`src/design/bgr_pkg.sv`:
```
// Shared types, constants and helpers for the button gesture recognizer.
// Used by bgr_debounce, bgr_gesture and button_gesture_recognizer.
package bgr_pkg;

    localparam int TIMER_BITS = 16;
    localparam longint unsigned TMAX_L = (64'd1 << TIMER_BITS) - 64'd1;
    localparam logic [TIMER_BITS-1:0] TMAX = TIMER_BITS'(TMAX_L);

    localparam int CFG_BITS = 16;
    localparam int CMP_BITS = (TIMER_BITS > CFG_BITS) ? TIMER_BITS : CFG_BITS;
    localparam int EVT_BITS = CMP_BITS + 1;

    localparam int MS_PER_SEC = 1000;
    localparam int FRAC_BITS = $clog2(MS_PER_SEC);
    localparam logic [FRAC_BITS-1:0] FRAC_LAST = FRAC_BITS'(MS_PER_SEC - 1);
    localparam int SEC_BITS = $clog2(int'(TMAX_L / MS_PER_SEC) + 1);
    localparam int SECS_OUT_BITS = 7;
    localparam int SCMP_BITS = (SEC_BITS > SECS_OUT_BITS) ? SEC_BITS : SECS_OUT_BITS;

    // x / 1000 for 16-bit x as (x * ceil(2^26 / 1000)) >> 26
    localparam int RECIP_SHIFT = 26;
    localparam logic [16:0] RECIP_1000 = 17'd67109;
    localparam int PROD_BITS = CFG_BITS + 17;

    localparam logic [2:0] REG_AP_MODE = 3'd0;
    localparam logic [2:0] REG_DEBOUNCE = 3'd1;
    localparam logic [2:0] REG_PRESS_WIN = 3'd2;
    localparam logic [2:0] REG_GAP_WIN = 3'd3;
    localparam logic [2:0] REG_CONFIRM_WIN = 3'd4;
    localparam logic [2:0] REG_LONG_PRESS = 3'd5;

    localparam logic [1:0] GPH_IDLE = 2'd0;
    localparam logic [1:0] GPH_FIRST = 2'd1;
    localparam logic [1:0] GPH_GAP = 2'd2;

    localparam logic [1:0] REASON_NONE = 2'd0;
    localparam logic [1:0] REASON_TIMEOUT = 2'd1;
    localparam logic [1:0] REASON_LONG = 2'd2;

    typedef struct packed {
        logic                      ap_mode;
        logic [CFG_BITS-1:0]       debounce_ms;
        logic [CFG_BITS-1:0]       press_window_ms;
        logic [CFG_BITS-1:0]       gap_window_ms;
        logic [CFG_BITS-1:0]       confirm_window_ms;
        logic [CFG_BITS-1:0]       long_press_ms;
        logic [SECS_OUT_BITS-1:0]  total_secs;
    } cfg_t;

    typedef struct packed {
        logic raw;
        logic pressed;
        logic prev_stable;
        logic released;
        logic long_evt;
    } deb_t;

    typedef struct packed {
        logic                      stable_pressed;
        logic [1:0]                gesture_phase;
        logic                      double_press;
        logic                      confirm_active;
        logic [SECS_OUT_BITS-1:0]  seconds_left;
        logic                      confirmed;
        logic [1:0]                cancel_reason;
        logic                      exit_request;
    } res_t;

    function automatic logic [TIMER_BITS-1:0] sat_inc(input logic [TIMER_BITS-1:0] v);
        return (v == TMAX) ? v : v + 1'b1;
    endfunction

    function automatic logic [SECS_OUT_BITS-1:0] div1000(input logic [CFG_BITS-1:0] x);
        logic [PROD_BITS-1:0] p;
        p = PROD_BITS'(x) * PROD_BITS'(RECIP_1000);
        return SECS_OUT_BITS'(p >> RECIP_SHIFT);
    endfunction

endpackage

```
`src/design/bgr_debounce.sv`:
```
// Debounce and raw hold counting for the button gesture recognizer.
// Depends on bgr_pkg.
module bgr_debounce (
    input  logic          clk,
    input  logic          rst_n,
    input  logic          adv,
    input  logic          pin_level,
    input  bgr_pkg::cfg_t cfg,
    output bgr_pkg::deb_t deb
);

    logic                             last_level_reg;
    logic                             last_level_next;
    logic [bgr_pkg::TIMER_BITS-1:0]   stable_count_reg;
    logic [bgr_pkg::TIMER_BITS-1:0]   stable_count_next;
    logic [bgr_pkg::TIMER_BITS-1:0]   hold_count_reg;
    logic [bgr_pkg::TIMER_BITS-1:0]   hold_count_next;
    logic                             raw;

    assign raw = ~pin_level;

    always_comb
    begin
        if (raw != last_level_reg)
        begin
            last_level_next   = raw;
            stable_count_next = '0;
        end
        else
        begin
            last_level_next   = last_level_reg;
            stable_count_next = bgr_pkg::sat_inc(stable_count_reg);
        end
        hold_count_next = raw ? bgr_pkg::sat_inc(hold_count_reg) : '0;

        deb.raw         = raw;
        deb.prev_stable = last_level_reg
            && (bgr_pkg::CMP_BITS'(stable_count_reg) > bgr_pkg::CMP_BITS'(cfg.debounce_ms));
        deb.released    = ~raw & last_level_reg;
        deb.pressed     = raw
            && (bgr_pkg::CMP_BITS'(stable_count_next) > bgr_pkg::CMP_BITS'(cfg.debounce_ms));
        deb.long_evt    = raw
            && (bgr_pkg::EVT_BITS'(hold_count_next)
                == bgr_pkg::EVT_BITS'(cfg.long_press_ms) + 1'b1);
    end

    always_ff @(posedge clk or negedge rst_n)
    begin
        if (!rst_n)
        begin
            last_level_reg   <= 1'b0;
            stable_count_reg <= '0;
            hold_count_reg   <= '0;
        end
        else if (adv)
        begin
            last_level_reg   <= last_level_next;
            stable_count_reg <= stable_count_next;
            hold_count_reg   <= hold_count_next;
        end
    end

endmodule

```
`src/design/bgr_gesture.sv`:
```
// Double-press state machine and confirm window for the button gesture recognizer.
// Depends on bgr_pkg; takes the debounced view from bgr_debounce.
module bgr_gesture (
    input  logic          clk,
    input  logic          rst_n,
    input  logic          adv,
    input  bgr_pkg::cfg_t cfg,
    input  bgr_pkg::deb_t deb,
    output bgr_pkg::res_t res
);

    typedef enum logic [2:0] {
        PH_IDLE  = 3'b001,
        PH_FIRST = 3'b010,
        PH_GAP   = 3'b100
    } phase_t;

    phase_t                              phase_reg;
    phase_t                              phase_next;
    logic [bgr_pkg::TIMER_BITS-1:0]      phase_timer_reg;
    logic [bgr_pkg::TIMER_BITS-1:0]      phase_timer_next;
    logic                                confirm_open_reg;
    logic                                confirm_open_next;
    logic [bgr_pkg::TIMER_BITS-1:0]      elapsed_reg;
    logic [bgr_pkg::TIMER_BITS-1:0]      elapsed_next;
    logic [bgr_pkg::SEC_BITS-1:0]        sec_reg;
    logic [bgr_pkg::SEC_BITS-1:0]        sec_next;
    logic [bgr_pkg::FRAC_BITS-1:0]       frac_reg;
    logic [bgr_pkg::FRAC_BITS-1:0]       frac_next;
    logic                                armed_reg;
    logic                                armed_next;
    logic [bgr_pkg::TIMER_BITS-1:0]      tick;
    logic [bgr_pkg::SCMP_BITS-1:0]       used_w;
    logic [bgr_pkg::SCMP_BITS-1:0]       total_w;

    always_comb
    begin
        phase_next        = phase_reg;
        phase_timer_next  = phase_timer_reg;
        confirm_open_next = confirm_open_reg;
        elapsed_next      = elapsed_reg;
        sec_next          = sec_reg;
        frac_next         = frac_reg;
        armed_next        = armed_reg;
        tick              = bgr_pkg::sat_inc(phase_timer_reg);

        res.stable_pressed = deb.pressed;
        res.double_press   = 1'b0;
        res.confirmed      = 1'b0;
        res.cancel_reason  = bgr_pkg::REASON_NONE;
        res.exit_request   = 1'b0;

        if (cfg.ap_mode)
        begin
            res.exit_request = deb.long_evt;
        end
        else if (confirm_open_reg)
        begin
            elapsed_next = bgr_pkg::sat_inc(elapsed_reg);
            if (elapsed_reg != bgr_pkg::TMAX)
            begin
                if (frac_reg == bgr_pkg::FRAC_LAST)
                begin
                    frac_next = '0;
                    sec_next  = sec_reg + 1'b1;
                end
                else
                begin
                    frac_next = frac_reg + 1'b1;
                end
            end
            if (bgr_pkg::CMP_BITS'(elapsed_next) > bgr_pkg::CMP_BITS'(cfg.confirm_window_ms))
            begin
                confirm_open_next = 1'b0;
                res.cancel_reason = bgr_pkg::REASON_TIMEOUT;
            end
            else if (deb.long_evt)
            begin
                confirm_open_next = 1'b0;
                res.cancel_reason = bgr_pkg::REASON_LONG;
            end
            else if (deb.released && armed_reg && deb.prev_stable)
            begin
                confirm_open_next = 1'b0;
                res.confirmed     = 1'b1;
            end
            else if (!deb.raw)
            begin
                armed_next = 1'b1;
            end
        end
        else
        begin
            unique case (phase_reg)
                PH_IDLE:
                begin
                    if (deb.pressed)
                    begin
                        phase_next       = PH_FIRST;
                        phase_timer_next = '0;
                    end
                end
                PH_FIRST:
                begin
                    phase_timer_next = tick;
                    if (!deb.pressed)
                    begin
                        phase_next       = PH_GAP;
                        phase_timer_next = '0;
                    end
                    else if (bgr_pkg::CMP_BITS'(tick)
                             > bgr_pkg::CMP_BITS'(cfg.press_window_ms))
                    begin
                        phase_next = PH_IDLE;
                    end
                end
                PH_GAP:
                begin
                    phase_timer_next = tick;
                    if (deb.pressed)
                    begin
                        res.double_press  = 1'b1;
                        confirm_open_next = 1'b1;
                        elapsed_next      = '0;
                        sec_next          = '0;
                        frac_next         = '0;
                        armed_next        = 1'b0;
                        phase_next        = PH_IDLE;
                    end
                    else if (bgr_pkg::CMP_BITS'(tick)
                             > bgr_pkg::CMP_BITS'(cfg.gap_window_ms))
                    begin
                        phase_next = PH_IDLE;
                    end
                end
                default:
                begin
                    phase_next = PH_IDLE;
                end
            endcase
        end

        unique case (phase_next)
            PH_FIRST: res.gesture_phase = bgr_pkg::GPH_FIRST;
            PH_GAP:   res.gesture_phase = bgr_pkg::GPH_GAP;
            default:  res.gesture_phase = bgr_pkg::GPH_IDLE;
        endcase

        used_w  = bgr_pkg::SCMP_BITS'(sec_next);
        total_w = bgr_pkg::SCMP_BITS'(cfg.total_secs);
        res.confirm_active = confirm_open_next;
        if (confirm_open_next && (used_w < total_w))
        begin
            res.seconds_left = bgr_pkg::SECS_OUT_BITS'(total_w - used_w);
        end
        else
        begin
            res.seconds_left = '0;
        end
    end

    always_ff @(posedge clk or negedge rst_n)
    begin
        if (!rst_n)
        begin
            phase_reg        <= PH_IDLE;
            phase_timer_reg  <= '0;
            confirm_open_reg <= 1'b0;
            elapsed_reg      <= '0;
            sec_reg          <= '0;
            frac_reg         <= '0;
            armed_reg        <= 1'b0;
        end
        else if (adv)
        begin
            phase_reg        <= phase_next;
            phase_timer_reg  <= phase_timer_next;
            confirm_open_reg <= confirm_open_next;
            elapsed_reg      <= elapsed_next;
            sec_reg          <= sec_next;
            frac_reg         <= frac_next;
            armed_reg        <= armed_next;
        end
    end

endmodule

```
`src/design/button_gesture_recognizer.sv`:
```
// Top level of the button gesture recognizer: config registers, tick and result words.
// Depends on bgr_pkg, bgr_debounce and bgr_gesture.
//
// Usage: each input word is one millisecond tick carrying pin_level (0 = pressed).
// Input channel: in_valid / in_stall, word taken when in_valid is high and in_stall low.
// Output channel: out_valid / out_stall, one result word per tick with the debounced
// level, gesture phase, double-press / confirm / exit pulses, cancel reason and the
// whole seconds left in the confirm window.
// Config channel: cfg_valid / cfg_ready with cfg_index and cfg_data; cfg_ready is
// always high, so a write lands on the edge it is offered. Write only while idle.
// Path: a taken tick is held in the input register; its result is loaded into the
// output register (which drives out_valid) once out_valid or out_stall is low.
// Throughput: one tick per cycle while out_stall is low; state is updated in one pass
// between the input and output registers, and the confirm-window seconds total is
// computed on the config write by a reciprocal multiply.
// Reset: gesture state, counters and all registers but the pin and result go to their defaults
// (debounce 30, press 800, gap 1500, confirm 5000, long press 3000, ap_mode 0).
// When out_stall is high the result word holds, the input register fills, then
// in_stall rises until the result is taken.
module button_gesture_recognizer (
    input  logic                                   clk,
    input  logic                                   rst_n,
    input  logic                                   in_valid,
    output logic                                   in_stall,
    input  logic                                   pin_level,
    output logic                                   out_valid,
    input  logic                                   out_stall,
    output logic                                   stable_pressed,
    output logic [1:0]                             gesture_phase,
    output logic                                   double_press,
    output logic                                   confirm_active,
    output logic [bgr_pkg::SECS_OUT_BITS-1:0]      seconds_left,
    output logic                                   confirmed,
    output logic [1:0]                             cancel_reason,
    output logic                                   exit_request,
    input  logic                                   cfg_valid,
    output logic                                   cfg_ready,
    input  logic [2:0]                             cfg_index,
    input  logic [bgr_pkg::CFG_BITS-1:0]           cfg_data
);

    bgr_pkg::cfg_t  cfg_reg;
    bgr_pkg::cfg_t  cfg_next;
    logic           in_valid_reg;
    logic           pin_reg;
    logic           out_valid_reg;
    bgr_pkg::res_t  res_reg;
    bgr_pkg::res_t  res;
    bgr_pkg::deb_t  deb;
    logic           adv;
    logic           take;

    assign cfg_ready = 1'b1;
    assign adv       = in_valid_reg && (!out_valid_reg || !out_stall);
    assign in_stall  = in_valid_reg && !adv;
    assign take      = in_valid && !in_stall;

    always_comb
    begin
        cfg_next = cfg_reg;
        if (cfg_valid)
        begin
            unique case (cfg_index)
                bgr_pkg::REG_AP_MODE:     cfg_next.ap_mode         = cfg_data[0];
                bgr_pkg::REG_DEBOUNCE:    cfg_next.debounce_ms     = cfg_data;
                bgr_pkg::REG_PRESS_WIN:   cfg_next.press_window_ms = cfg_data;
                bgr_pkg::REG_GAP_WIN:     cfg_next.gap_window_ms   = cfg_data;
                bgr_pkg::REG_CONFIRM_WIN:
                begin
                    cfg_next.confirm_window_ms = cfg_data;
                    cfg_next.total_secs        = bgr_pkg::div1000(cfg_data);
                end
                bgr_pkg::REG_LONG_PRESS:  cfg_next.long_press_ms   = cfg_data;
                default:                  cfg_next = cfg_reg;
            endcase
        end
    end

    always_ff @(posedge clk or negedge rst_n)
    begin
        if (!rst_n)
        begin
            cfg_reg.ap_mode           <= 1'b0;
            cfg_reg.debounce_ms       <= bgr_pkg::CFG_BITS'(30);
            cfg_reg.press_window_ms   <= bgr_pkg::CFG_BITS'(800);
            cfg_reg.gap_window_ms     <= bgr_pkg::CFG_BITS'(1500);
            cfg_reg.confirm_window_ms <= bgr_pkg::CFG_BITS'(5000);
            cfg_reg.long_press_ms     <= bgr_pkg::CFG_BITS'(3000);
            cfg_reg.total_secs        <= bgr_pkg::SECS_OUT_BITS'(5);
        end
        else
        begin
            cfg_reg <= cfg_next;
        end
    end

    always_ff @(posedge clk or negedge rst_n)
    begin
        if (!rst_n)
        begin
            in_valid_reg  <= 1'b0;
            out_valid_reg <= 1'b0;
        end
        else
        begin
            if (take)
            begin
                in_valid_reg <= 1'b1;
            end
            else if (adv)
            begin
                in_valid_reg <= 1'b0;
            end
            if (adv)
            begin
                out_valid_reg <= 1'b1;
            end
            else if (!out_stall)
            begin
                out_valid_reg <= 1'b0;
            end
        end
    end

    always_ff @(posedge clk)
    begin
        if (take)
        begin
            pin_reg <= pin_level;
        end
        if (adv)
        begin
            res_reg <= res;
        end
    end

    bgr_debounce u_debounce (
        .clk       (clk),
        .rst_n     (rst_n),
        .adv       (adv),
        .pin_level (pin_reg),
        .cfg       (cfg_reg),
        .deb       (deb)
    );

    bgr_gesture u_gesture (
        .clk   (clk),
        .rst_n (rst_n),
        .adv   (adv),
        .cfg   (cfg_reg),
        .deb   (deb),
        .res   (res)
    );

    assign out_valid      = out_valid_reg;
    assign stable_pressed = res_reg.stable_pressed;
    assign gesture_phase  = res_reg.gesture_phase;
    assign double_press   = res_reg.double_press;
    assign confirm_active = res_reg.confirm_active;
    assign seconds_left   = res_reg.seconds_left;
    assign confirmed      = res_reg.confirmed;
    assign cancel_reason  = res_reg.cancel_reason;
    assign exit_request   = res_reg.exit_request;

endmodule

```
`config.mk`:
```
export PLATFORM = sky130hd
export DESIGN_NAME = button_gesture_recognizer
export DESIGN_NICKNAME = d
export VERILOG_FILES = /design/src/design/bgr_pkg.sv /design/src/design/bgr_debounce.sv /design/src/design/bgr_gesture.sv /design/src/design/button_gesture_recognizer.sv
export SDC_FILE = /design/constraint.sdc
export NUM_CORES = 1
export LEC_CHECK = 0
export ABC_AREA = 0
export CAP_MARGIN = 20
export CELL_PAD_IN_SITES_DETAIL_PLACEMENT = 1
export CELL_PAD_IN_SITES_GLOBAL_PLACEMENT = 1
export CORE_MARGIN = 8
export CORE_UTILIZATION = 45
export CTS_CLUSTER_DIAMETER = 50
export DETAILED_ROUTE_END_ITERATION = 8
export DONT_BUFFER_PORTS = 1
export GPL_ROUTABILITY_DRIVEN = 0
export HOLD_SLACK_MARGIN = 0.05
export PLACE_DENSITY_LB_ADDON = 0.1
export SYNTH_ARGS = -nofsm -noshare
export SYNTH_HDL_FRONTEND = slang
export SYNTH_SLANG_ARGS = --single-unit
```
`constraint.sdc`:
```
create_clock -name clk -period 6.95 [get_ports clk]
set_input_delay 1.39 -clock clk [delete_from_list [all_inputs] [get_ports clk]]
set_output_delay 1.39 -clock clk [all_outputs]
set_load 0.1 [all_outputs]
```
# [After elaboration in Yosys (flattened, before gate mapping)]
# Index checks and enable logic that the tools add are counted.
[classes] addsub=8 mul=1 n_lt_le_gt_ge=6 n_eq_ne=25 n_mux=52 bitwise=4 n_reduce_logical=34
[op_table] cell="$mux 16" count=10
[op_table] cell="$gt 16x16->1" count=5
[op_table] cell="$add 16x1->16 const B" count=4
[op_table] cell="$eq 16x16->1 const B" count=4
[op_table] cell="$mux 10" count=5
[op_table] cell="$pmux 16 s3" count=1
[op_table] cell="$mux 7" count=6
[op_table] cell="$mul 16x17->33 const B" count=1
[op_table] cell="$mux 3" count=7
[op_table] cell="$mux 1" count=20
[op_table] cell="$add 16x1->17 const B" count=1
[op_table] cell="$eq 16x17->1" count=1
[op_table] cell="$ne 16x16->1 const B" count=1
[op_table] cell="$reduce_and 2->1" count=7
[op_table] cell="$eq 3x2->1 const B" count=4
[op_table] cell="$eq 3x3->1 const B" count=4
[op_table] cell="$ne 2x2->1 const B" count=6
[op_table] cell="$add 10x1->10 const B" count=1
[op_table] cell="$eq 10x10->1 const B" count=1
[op_table] cell="$reduce_and 5->1" count=2
[op_table] cell="$logic_and 1x1->1" count=9
[op_table] cell="$pmux 3 s3" count=1
[op_table] cell="$reduce_and 8->1" count=1
[op_table] cell="$add 7x1->7 const B" count=1
[op_table] cell="18 further kinds" count=27
[word_totals] register_bits=194 input_bits=25 output_inout_bits=19 wordCells=159

# [Logic depth before layout (Yosys ltp)]
[logic_depth] depth_word=11 depth_mapped=29 ltp_nobuf=28

# [By module]
# A second synthesis with hierarchy kept.
[hier_totals] cells_unflattened=1713 hier_area_um2=16149.2
[modules_own_cells] mod="button_gesture_recognizer" n_inst=1 cells_per_inst=633 area_each_um2=7344.5 seq_area_each_um2=2797.7
[modules_own_cells] mod="bgr_gesture" n_inst=1 cells_per_inst=645 area_each_um2=5181.2 seq_area_each_um2=1352.5
[modules_own_cells] mod="bgr_debounce" n_inst=1 cells_per_inst=435 area_each_um2=3623.5 seq_area_each_um2=825.8

# [Worst setup path after synthesis]
# No wires, ideal clock.
[synth_timing] path_type="input -> register" from="input port cfg_data[8] in the netlist's numbering" to="register cfg_reg[3] in the netlist's numbering" setup_ps=129 t_arrival_ps=5480 setup_slack_ps=1341 stages=19 path_buffers=0 cell_sequence="inv_1 -> ha_1 -> inv_1 -> ha_1 -> inv_1 -> fa_1 -> inv_1 -> fa_1 -> fa_1 -> ha_1 -> ha_1 -> and4_1 -> a41oi_1 -> o21ai_0 -> a211o_1 -> a41o_1 -> a31oi_1 -> or4b_2 -> nand3_1"
[synth_via] elab_chain_cells=1
[synth_rtl] item="start: declaration" line="button_gesture_recognizer.sv:39" source="input logic [bgr_pkg::CFG_BITS-1:0] cfg_data"
[synth_rtl] item="$mul 16x17->33" line="bgr_pkg.sv:75" source="p = PROD_BITS'(x) * PROD_BITS'(RECIP_1000);"
[synth_rtl] item="end signal: assignment" line="button_gesture_recognizer.sv:93" source="cfg_reg <= cfg_next;"
[synth_rtl] item="end: declaration" line="button_gesture_recognizer.sv:42" source="bgr_pkg::cfg_t cfg_reg;"
# Every way passes these cells.
# A chain may end at the register's enable or synchronous reset.

# [Worst setup path after layout]
[layout_timing] from="register u_debounce.stable_count_reg[1] in the netlist's numbering" to="register res_reg, in the netlist seconds_left[5] (data pin)"
[layout_via] elab_chain_cells=11 word_cells_on_any_way=23 cone_classes="2 x add/sub; 3 x order compare; 1 x eq/ne; 13 x mux; 4 x reduce/logical"
[layout_rtl] item="start: declaration" line="bgr_debounce.sv:14" source="logic [bgr_pkg::TIMER_BITS-1:0] stable_count_reg;"
[layout_rtl] item="start signal: assignment" line="bgr_debounce.sv:58" source="stable_count_reg <= stable_count_next;"
[layout_rtl] item="$add 16x1->16 or $eq 16x16->1 (tied branches)" line="bgr_pkg.sv:70" source="return (v == TMAX) ? v : v + 1'b1;"
[layout_rtl] item="$mux 16 *" line="bgr_pkg.sv:70"
[layout_rtl] item="$mux 16 *" line="bgr_debounce.sv:24" source="if (raw != last_level_reg)"
[layout_rtl] item="via u_debounce.stable_count_next (one bit)" line="bgr_debounce.sv:15" source="logic [bgr_pkg::TIMER_BITS-1:0] stable_count_next;"
[layout_rtl] item="$gt 16x16->1 *" line="bgr_debounce.sv:41" source="&& (bgr_pkg::CMP_BITS'(stable_count_next) > bgr_pkg::CMP_BITS'(cfg.debounce_ms));"
[layout_rtl] item="$logic_and 1x1->1 *" line="bgr_debounce.sv:41"
[layout_rtl] item="$mux 7" line="bgr_gesture.sv:120" source="if (deb.pressed)"
[layout_rtl] item="$mux 7" line="bgr_gesture.sv:94" source="unique case (phase_reg)"
[layout_rtl] item="$mux 7" line="bgr_gesture.sv:57" source="else if (confirm_open_reg)"
[layout_rtl] item="$mux 7" line="bgr_gesture.sv:53" source="if (cfg.ap_mode)"
[layout_rtl] item="$lt 7x7->1" line="bgr_gesture.sv:152" source="if (confirm_open_next && (used_w < total_w))"
[layout_rtl] item="$logic_and 1x1->1" line="bgr_gesture.sv:152"
[layout_rtl] item="end signal: assignment" line="button_gesture_recognizer.sv:133" source="res_reg <= res;"
[layout_rtl] item="end: declaration" line="button_gesture_recognizer.sv:47" source="bgr_pkg::res_t res_reg;"
# Mark *: on every way through the listed nets, which the timed path passes. The rest lies on a longest branch.

==> metrics.md <==
| Metric | Value |
|---|---|
| Clock sinks | `194` |
| Number of synthesis warnings | `0` |
| Total Routing Usage GR | `0.226` |
| Core Area | `0.0352 mm²` |
| Final Util | `0.480` |
| Gr ovfl total | `0` |
| Largest area contributor in the netlist | `dfrtp_1` |
| Ranking of synthesized cells by area | `dfrtp_1 23%, ha_1 18%, fa_1 5.0%` |
| Final total power | `3850 µW` |
| Clock Tree Root | `clkbuf_16` |
| Synth top area share | `0.233` |
| Mapped Avg Cell Area | `9.13 µm²` |
| Max Cap Viol | `0` |
| Data required time at the worst endpoint | `7.14 ns` |
| Peak supply drop | `0.000192 V` |
| Post-CTS setup buffer count | `0` |
| Post-route cell area | `0.0169 mm²` |
| IO Port Bufs | `0` |
| Detailed Place HPWL | `34600 µm` |
| P_sw | `1450 µW` |
| P_int | `2400 µW` |
| Iteration-0 DRC Markers | `747` |
| Max Slew Vio Count | `0` |
| Die ar. | `0.0416 mm²` |
| Cells after Synth | `1743` |
| First-pass GRT wire length | `74000 µm` |
| Min cycle time layout | `6.41 ns` |
| Crit path kind | `reg -> reg` |
| Initial antenna violation count | `0` |
| Mapped Nets | `2034` |
| Routed vias | `12800` |
| Fin nets | `2004` |
| Antenna cells | `0` |
| Most common cell in the netlist | `ha_1` |
| TritonCTS clock tree | `built` |
| Cell Pwr Density | `228 mW/mm²` |
| DR DRC count | `0` |
| Synth cell types | `88` |
| Starting Density | `0.452` |
| TNS Setup | `0 ns` |
| Period Utilization, post-route | `0.922` |
| Hold Path Class | `reg -> reg` |
| Mapped cell area | `0.0159 mm²` |
| Fraction of layout cells with a size suffix above 1 | `0.0747` |
| TritonCTS Buffers | `17` |
| Later-pin clock latency in the skew report | `0.47 ns` |
| Vias per cell | `5.86` |
| Sw frac | `0.376` |
| Longest Clk Path Bufs | `2` |
| Clock Skews | `0.0134 ns` |
| Largest net degree at the start of global routing | `178` |
| Clock power frac | `0.268` |
| Pre-CTS setup slack | `0.690 ns` |
| Slew HR | `0.353` |
| First-pass DRT Iterations | `5` |
| Number of top-level pins | `44` |
| Post-DP Area | `0.0163 mm²` |
| Wire per inst | `21.1 µm` |
| Die height | `204 µm` |
| RSZ-0062 raised after global routing | `false` |
| Logic pwr share | `0.343` |
| Peak Freq | `156 MHz` |
| PostCTS Resize Cnt | `0` |
| Reg power frac | `0.390` |
| CP arrival | `6.60 ns` |
| Slew at the pin with the worst max-slew slack | `0.973 ns` |
| Htree depth | `4` |
| Largest register FFs | `88` |
| EDFF count, synth | `17` |
| Die width | `204 µm` |
| Number of synthesized register bits | `194` |
| Commonest cells post-synth | `226 x ha_1, 173 x inv_1, 170 x nand2_1, 148 x dfrtp_1, 129 x o21ai_0` |
| Vias in the first global route | `13200` |
| Post-route ant nets | `0` |
| Critical path capture point type | `register` |
| Routed WL | `46200 µm` |
| Setup violators final | `0` |
| Endpoints failing hold | `0` |
| Cell row count | `69` |
| Status | `complete, no violations` |
| Asr flop ratio synth | `0.912` |
| CP max FO | `8` |
| Synth-to-layout area growth | `6.32%` |
| Post-synth top flop | `dfrtp_1` |
| Post-route worst setup slack | `0.541 ns` |
| Clk slew on worst S/H paths | `0.08 ns` |
| Seq/Total Area, Yosys | `0.313` |
| Cts hold-fix bufs | `0` |
| Startpoint types | `register` |
| Leakage | `0.00801 µW` |
-- per-stage QoR --
stage               std cells  hold slack, ns
floorplan                1743           0.450
global placement         2155           0.469
detailed placement       2155           0.471
CTS                      2187           0.489
global route             2187           0.510
finish                   2187           0.490
-- path summary, 6_finish.rpt --
| path | from | endpoint | slack [ns] | depth (start not counted) |
|---|---|---|---|---|
| max | u_debounce.stable_count_reg[1]$_DFFE_PN0P_ | seconds_left[5]$_SDFFCE_PN0P_ | 0.54 | 27 |
| max reg2reg | u_debounce.stable_count_reg[1]$_DFFE_PN0P_ | seconds_left[5]$_SDFFCE_PN0P_ | 0.54 | 27 |
| max in group asynchronous | rst_n | cfg_reg[75]$_DFFE_PN1P_ | 5.92 | 0 |
| min reg2reg | cfg_reg[52]$_DFFE_PN0P_ | cfg_reg[52]$_DFFE_PN0P_ | 0.49 | 2 |
| min in group asynchronous | rst_n | u_debounce.hold_count_reg[5]$_DFFE_PN0P_ | 0.62 | 0 |
| min | cfg_reg[52]$_DFFE_PN0P_ | cfg_reg[52]$_DFFE_PN0P_ | 0.49 | 2 |
-- area by class of cell --
type | instances | area [µm²]
Clock buffer | 19 | 453
Clock inverter | 13 | 138
Fill cell | 4088 | 18300
Inverter | 175 | 657
Multi-Input combinational cell | 1315 | 10000
Sequential cell | 194 | 4980
Tap cell | 461 | 577
Timing Repair Buffer | 10 | 75.1
-- power groups by stage --
stage          Sequential (µW)  Clock (µW)  Combinational [µW]
6_report                  1500        1030                1320
3_5_place_dp              1520           0                1320
5_1_grt                   1520        1090                1520
3_3_place_gp              1510           0                1270
4_1_cts                   1500        1060                1340
2_1_floorplan             1440           0                1040
-- kinds of logic after synthesis --
family / synth area share
other cells: 0.000236
simple gates: 0.173
mux: 0.0261
compound gates: 0.165
buf+inv: 0.0566
flops: 0.313
fa+ha+maj: 0.228
xor+xnor: 0.0381
-- per-layer routing --
metal  part of all wire  global-route usage
met5                  0                   0
met4              0.014              0.0576
met3              0.040              0.0369
met2               0.45               0.356
met1               0.50               0.321
-- placed cells by master (no fill, tap or decap), types with 8 or more instances in the layout --
master and count:
a21o_1 35, a21oi_1 81, a22o_1 21, a31oi_1 19, and3_1 27, and4_1 17, buf_4 10, clkbuf_16 17
dfrtp_1 148, dfstp_2 29, edfxtp_1 17, fa_1 40, ha_1 226, inv_1 172, mux2_2 28, mux2i_1 10
nand2_1 170, nand2b_1 9, nand3_1 63, nand4_1 39, nor2_1 94, nor2b_1 20, nor3_1 37, o211ai_1 8
o21a_1 15, o21ai_0 129, o31ai_1 15, o41ai_1 12, or3_1 14, xnor2_1 43, xor2_1 21
-- worst max-delay path, stage by stage (launching register included) --
cell,delay [ns]
dfrtp_1,0.44
ha_1,0.23
nand3_1,0.16
nor4_1,0.33
and2_0,0.31
nand2_1,0.27
and3_1,0.31
nand3_1,0.15
xnor2_1,0.14
nor2_1,0.06
ha_1,0.31
a21o_1,0.18
a21o_1,0.16
a21oi_1,0.12
o21ai_0,0.12
or3_1,0.51
a31oi_1,0.22
nor3b_1,0.09
or2_2,0.34
ha_1,0.35
a21oi_1,0.21
a21boi_0,0.11
o21ai_0,0.26
a21oi_1,0.12
o21ai_0,0.16
nand2b_1,0.09
o2111ai_1,0.25
nor3_1,0.12
(Power assumes the default switching activity.)
